===== src/hw/rtl/cht_pkg.sv =====
// cht_pkg: shared types, codes and helper functions of the chained hash name table
// no dependencies; used by every module of the block and by its checker
package cht_pkg;

	localparam int POOL_NODES_DEF = 256;
	localparam int BUCKET_COUNT   = 26;
	localparam int BKT_W          = $clog2(BUCKET_COUNT);
	localparam int NAME_BYTES     = 9;

	localparam logic [7:0] CHAR_UPPER_A = 8'h41;
	localparam logic [7:0] CHAR_UPPER_Z = 8'h5a;
	localparam logic [7:0] CHAR_LOWER_A = 8'h61;
	localparam logic [7:0] CHAR_LOWER_Z = 8'h7a;
	localparam logic [7:0] CASE_OFFSET  = 8'h20;

	localparam logic OP_INSERT = 1'b0;
	localparam logic OP_SEARCH = 1'b1;

	typedef enum logic [1:0] {
		ST_DONE      = 2'd0,
		ST_NOT_FOUND = 2'd1,
		ST_FULL      = 2'd2,
		ST_BAD_KEY   = 2'd3
	} status_t;

	// one name: bytes 0..7 in head, byte 8 in tail
	typedef struct packed {
		logic [63:0] head;
		logic [7:0]  tail;
	} name_t;

	// payload of one pool node (the chain link lives in its own memory)
	typedef struct packed {
		name_t       fore;
		name_t       sur;
		logic [31:0] id;
	} node_t;

	// controller to datapath
	typedef struct packed {
		logic    capture;
		logic    insert;
		logic    rd_head;
		logic    rd_link;
		logic    res_load;
		status_t res_code;
		logic    res_found;
		logic    out_load;
	} cmd_t;

	// datapath to controller
	typedef struct packed {
		logic bad_key;
		logic op_search;
		logic pool_full;
		logic head_null;
		logic match;
		logic link_null;
		logic out_free;
	} sts_t;

	// zero every byte from the first zero byte on and beyond NAME_BYTES
	function automatic name_t name_tidy(input logic [63:0] head, input logic [7:0] tail);
		logic [7:0] b;
		logic       ended;
		name_t      w;
		ended = 1'b0;
		w     = '0;
		for (int i = 0; i < 9; i++) begin
			b = (i < 8) ? head[8*i +: 8] : tail;
			if ((i >= NAME_BYTES) || (b == 8'h00)) begin
				ended = 1'b1;
			end
			if (ended) begin
				b = 8'h00;
			end
			if (i < 8) begin
				w.head[8*i +: 8] = b;
			end else begin
				w.tail = b;
			end
		end
		return w;
	endfunction

	// first letter folded to lower case; valid low when not a letter
	function automatic logic [BKT_W:0] bucket_of(input name_t sur);
		logic [7:0] c;
		logic       ok;
		logic [7:0] d;
		c = sur.head[7:0];
		if (c inside {[CHAR_UPPER_A:CHAR_UPPER_Z]}) begin
			c = c + CASE_OFFSET;
		end
		ok = c inside {[CHAR_LOWER_A:CHAR_LOWER_Z]};
		d  = c - CHAR_LOWER_A;
		return {ok, d[BKT_W-1:0]};
	endfunction

endpackage


===== src/hw/rtl/cht_ctrl.sv =====
// cht_ctrl: sequencer of the chained hash name table
// depends on cht_pkg for command and status structs
module cht_ctrl (
	input  logic          clk,
	input  logic          arst_n,
	input  logic          in_valid,
	output logic          in_stall,
	input  cht_pkg::sts_t sts,
	output cht_pkg::cmd_t cmd
);

	typedef enum logic [3:0] {
		S_IDLE = 4'b0001,
		S_HASH = 4'b0010,
		S_CMP  = 4'b0100,
		S_EMIT = 4'b1000
	} state_t;

	state_t state_q, state_d;

	always_ff @(posedge clk or negedge arst_n) begin
		if (!arst_n) begin
			state_q <= S_IDLE;
		end else begin
			state_q <= state_d;
		end
	end

	assign in_stall = (state_q != S_IDLE);

	always_comb begin
		state_d = state_q;
		cmd     = '0;
		cmd.res_code = cht_pkg::ST_DONE;
		case (state_q)
			S_IDLE: begin
				if (in_valid) begin
					cmd.capture = 1'b1;
					state_d     = S_HASH;
				end
			end
			S_HASH: begin
				if (sts.bad_key) begin
					cmd.res_load = 1'b1;
					cmd.res_code = cht_pkg::ST_BAD_KEY;
					state_d      = S_EMIT;
				end else if (!sts.op_search) begin
					cmd.res_load = 1'b1;
					if (sts.pool_full) begin
						cmd.res_code = cht_pkg::ST_FULL;
					end else begin
						cmd.insert   = 1'b1;
						cmd.res_code = cht_pkg::ST_DONE;
					end
					state_d = S_EMIT;
				end else if (sts.head_null) begin
					cmd.res_load = 1'b1;
					cmd.res_code = cht_pkg::ST_NOT_FOUND;
					state_d      = S_EMIT;
				end else begin
					cmd.rd_head = 1'b1;
					state_d     = S_CMP;
				end
			end
			S_CMP: begin
				if (sts.match) begin
					cmd.res_load  = 1'b1;
					cmd.res_code  = cht_pkg::ST_DONE;
					cmd.res_found = 1'b1;
					state_d       = S_EMIT;
				end else if (sts.link_null) begin
					cmd.res_load = 1'b1;
					cmd.res_code = cht_pkg::ST_NOT_FOUND;
					state_d      = S_EMIT;
				end else begin
					cmd.rd_link = 1'b1;
				end
			end
			S_EMIT: begin
				if (sts.out_free) begin
					cmd.out_load = 1'b1;
					state_d      = S_IDLE;
				end
			end
			default: begin
				state_d = S_IDLE;
			end
		endcase
	end

endmodule


===== config.mk =====
export PLATFORM = sky130hd
export DESIGN_NAME = cht_ctrl
export DESIGN_NICKNAME = d
export VERILOG_FILES = /design/src/hw/rtl/cht_pkg.sv /design/src/hw/rtl/cht_ctrl.sv
export SDC_FILE = /design/constraint.sdc
export NUM_CORES = 1
export LEC_CHECK = 0
export BUFFER_PORTS_ARGS = -buffer_cell sky130_fd_sc_hd__buf_2
export CAP_MARGIN = 20
export CORE_AREA = 2 2 39 41
export CTS_BUF_LIST = sky130_fd_sc_hd__clkbuf_4 sky130_fd_sc_hd__clkbuf_8
export CTS_CLUSTER_SIZE = 10
export DETAILED_ROUTE_END_ITERATION = 12
export DIE_AREA = 0 0 41 43
export SLEW_MARGIN = 30
export SYNTH_ARGS = -nofsm -noshare
export SYNTH_HDL_FRONTEND = slang
export SYNTH_SLANG_ARGS = --single-unit

===== constraint.sdc =====
create_clock -name clk -period 1.35 [get_ports clk]
set_clock_uncertainty 0.2 [all_clocks]
set_input_delay 0.0675 -clock clk [delete_from_list [all_inputs] [get_ports clk]]
set_output_delay 0.0675 -clock clk [all_outputs]
set_load 0.02 [all_outputs]

## After elaboration in Yosys (flattened, before gate mapping)

Cells that the tools add are included.
W data, S select, Z words.

- Flip-flop bits (word level): 4
- Bits of input ports: 10

- Multiplexer cells: 30
- Reductions and logical operators: 1
- Eq/ne operators: 8

Operators by type and width:

| kind | number |
|---|---|
| $mux W4 | 7 |
| $pmux W4 S4 | 1 |
| $mux W3 | 5 |
| $mux W1 | 13 |
| $mux W2 | 3 |
| $pmux W3 S2 | 1 |
| $eq A4 B1 Y1 const B | 1 |
| $eq A4 B2 Y1 const B | 1 |
| $eq A4 B3 Y1 const B | 1 |
| $eq A4 B4 Y1 const B | 1 |
| $ne A2 B2 Y1 const B | 2 |
| $ne A4 B1 Y1 const B | 1 |
| $ne A3 B3 Y1 const B | 1 |
| $reduce_and A3 Y1 | 1 |

## Longest topological paths before layout

- Depth after elaboration: 4
- Mapped depth: 4
- Gate-level depth less buffers: 3

## Worst setup path after synthesis

OpenSTA, ideal clock, no wires.

- Kind: reg2out
- Start: reg state_q[3]
- End: out cmd[7] (netlist name)
- Buffers on the path: 1
- Stages on the path, launching flop included: 4
- Path slack: -0.576 ns
- Data required time: 1.082 ns
- Data arrival time: 1.659 ns
- Cell sequence: dfrtp_1 > or4b_1 > buf_2 > nor4_1

RTL lines:

| element | RTL line | source |
|---|---|---|
| start: declaration | cht_ctrl.sv:19 | `state_t state_q, state_d;` |
| start signal: assignment | cht_ctrl.sv:25 | `state_q <= state_d;` |
| end: declaration | cht_ctrl.sv:9 | `output cht_pkg::cmd_t cmd` |

==> metrics.cfg <==
[status]
status = finished, violations left
violations = setup timing

[floorplan]
dieHeight_um = 43
core-area_um2 = 1384
die_w_um = 41
rows = 14
start_util_pct = 21.43
die_area_um2 = 1763
io_pins = 20

[logic_synthesis]
syn-mean-instance-area_um2 = 8.472
ys.warnings.count = 0
syn-num-nets = 45
async_reset_ff_share_pct = 100.0
synth.area.top_cells = dfrtp_1, dfstp_2, nor2_1
ys_ff_latch = 4
synth_edf_count = 0
synth_common_cells = nor2_1, inv_1, a21oi_1, dfrtp_1
yosysUniqueCellTypes = 18
yosysTopAreaCell = dfrtp_1
ys_seq_area_share_pct = 34.18
synth_ff_type = dfrtp_1
synth.most_common_cell = nor2_1
synthCells = 35
synth_top_area_share_pct = 25.32
syn_area_um2 = 296.5

[sta]
rsz0062_at_grt = true
post-route-period-util_pct = 139.7
timing.hold.ws_ps = 53.21
fmax_mhz = 530.1
drv_slew = 0
period_minus_slack_ps = 1887
setup_viol_count_final = 14
tightest_slew_ps = 255.1
hold_viol_final = 0
slew_headroom_pct = 83.00
worst_slack_ps = -536.6

[grt]
antenna_found_initial = 0
grt_pass1_wl_mm = 1.455
grt_usage_pct = 12.12
grt_pass1_vias = 396
grt-ovfl-total = 0
grt_start_max_net_pins = 6

[pwr]
vdd.ir_drop.worst_mv = 0.6057
pwr-share-comb_pct = 61.8
pwr_density_cell_nw_per_um2 = 1400
total_power_mw = 0.9949
switching_share_pct = 35.81
p_sw_mw = 0.3563
pwr-share-seq_pct = 19.6
p_leak_nw = 0.3262
cell_internal_pwr_mw = 0.6386
power.share.clock_pct = 18.6

[finish]
n_antenna_cell = 0
largest_reg_flops = 4
top_register = state_q
top_regs = state_q (4)
drive_above_1_share_pct = 66.20
fin_nets = 82
final_util_pct = 51.36
area_growth_pct = 139.7
num-fill-cells = 146

[clocking]
clockBufferDepth = 2
htreeDepth = 1
cts_buffers = 3
cts_tree = yes
path_clk_slew_ps = 40
cts_sinks = 4
clkLatencyLatePin_ps = 230
clockRootBuffer = clkbuf_4

[setup_path]
worst-setup-path-type = reg -> out
crit_path_start_kind = flip-flop
arrival_ps = 1620
crit_path_end_kind = output port
path_max_fanout = 5
cp_data_required_time_ps = 1080

[drt]
drc_errors = 0
vias = 392
via_per_inst = 4.506
drtIter0Drc = 1
final_antenna_net_count = 0
drt_pass1_iterations = 2
wl_per_cell_um = 9.943
totalWireLength_um = 865

[flow_run]
max_cap_viol_count = 0

[min_path]
hold_path_class = in -> reg

[placement]
port_buffers = 19
place.gp.congestion = 0.6698
dp_hpwl_um = 641.1

[kinds of logic after synthesis]
family	share of synthesized area (%)
simple gates	43.46
flops	34.18
buf+inv	6.748
compound gates	15.61
[routing by layer]
| layer | routed length [µm] | track usage [%] | share of wire, % |
|---|---|---|---|
| met1 | 343 | 14.10 | 40 |
| met3 | 63 | 5.236 | 7.3 |
| met2 | 458 | 19.06 | 53 |
| met5 | 0 | 0 | 0 |
| met4 | 0 | 4.000 | 0 |
[what timing repair did]
item | 4_1_cts | 5_1_grt
setup buffers | 2 | 1
hold buffers | 4 | 0
pin swaps | 1 | 2
endpoints found under the setup margin | 14 | 14
endpoints found under the hold margin | 6 | 0
gates resized for setup | 21 | 3
[worst max-delay path, cell delays in order, from the launching register on]
cell     delay (ps)
dfrtp_1         390
or4b_4          530
buf_6           170
nor4_4          120
buf_4           180
[stage by stage]
step / instances / TNS (ps) / area (µm²) / setup slack (ps)
after floorplan: 35 / -2486 / 374.1 / -284.6
after global placement: 76 / -3292 / 530.5 / -335.7
after detailed placement: 76 / -3317 / 530.5 / -348.7
after CTS: 86 / -5623 / 688.2 / -542.6
after global routing: 87 / -6582 / 710.7 / -594.0
final: 87 / -5692 / 710.7 / -536.6
[power groups by stage]
stage / Clock (mW) / Combinational, mW / Sequential [mW]
detailed placement: 0 / 0.394 / 0.198
floorplan: 0 / 0.256 / 0.196
finish: 0.185 / 0.615 / 0.195
global route: 0.205 / 0.658 / 0.203
global placement: 0 / 0.396 / 0.196
CTS: 0.194 / 0.560 / 0.193
[layout by cell type (no fill, tap or decap), types with 2 or more instances in the layout]
cell	count
inv_1	4
or4b_4	3
clkbuf_4	4
nor2_1	3
dfrtp_1	3
buf_4	11
buf_6	9
buf_2	9
dlygate4sd3_1	4
or2_1	2
a21oi_1	3
nor2_4	2
[path summary, 6_finish.rpt]
path	from	to	slack, ps	cells past startpoint
max in group asynchronous	arst_n	state_q[1]$_DFFE_PN0P_	260	3
setup / recovery	state_q[3]$_DFFE_PN0P_	cmd[7]	-540	4
hold / removal	sts[1]	state_q[2]$_DFFE_PN0P_	50	3
hold reg to reg	state_q[0]$_DFFE_PN1P_	state_q[0]$_DFFE_PN1P_	340	2
min in group asynchronous	arst_n	state_q[0]$_DFFE_PN1P_	110	2
setup reg to reg	state_q[1]$_DFFE_PN0P_	state_q[0]$_DFFE_PN1P_	-450	6
[layout make-up]
type	count	area [µm²]	area share, %
multi-input cells	26	275.3	38.73
repair buffers	33	269.0	37.85
flip-flops and latches	4	101.3	14.26
clock buffers	4	30.03	4.225
well taps	16	20.02	2.817
inverters	4	15.01	2.113
Note: power is estimated with default switching activity, not from simulation.
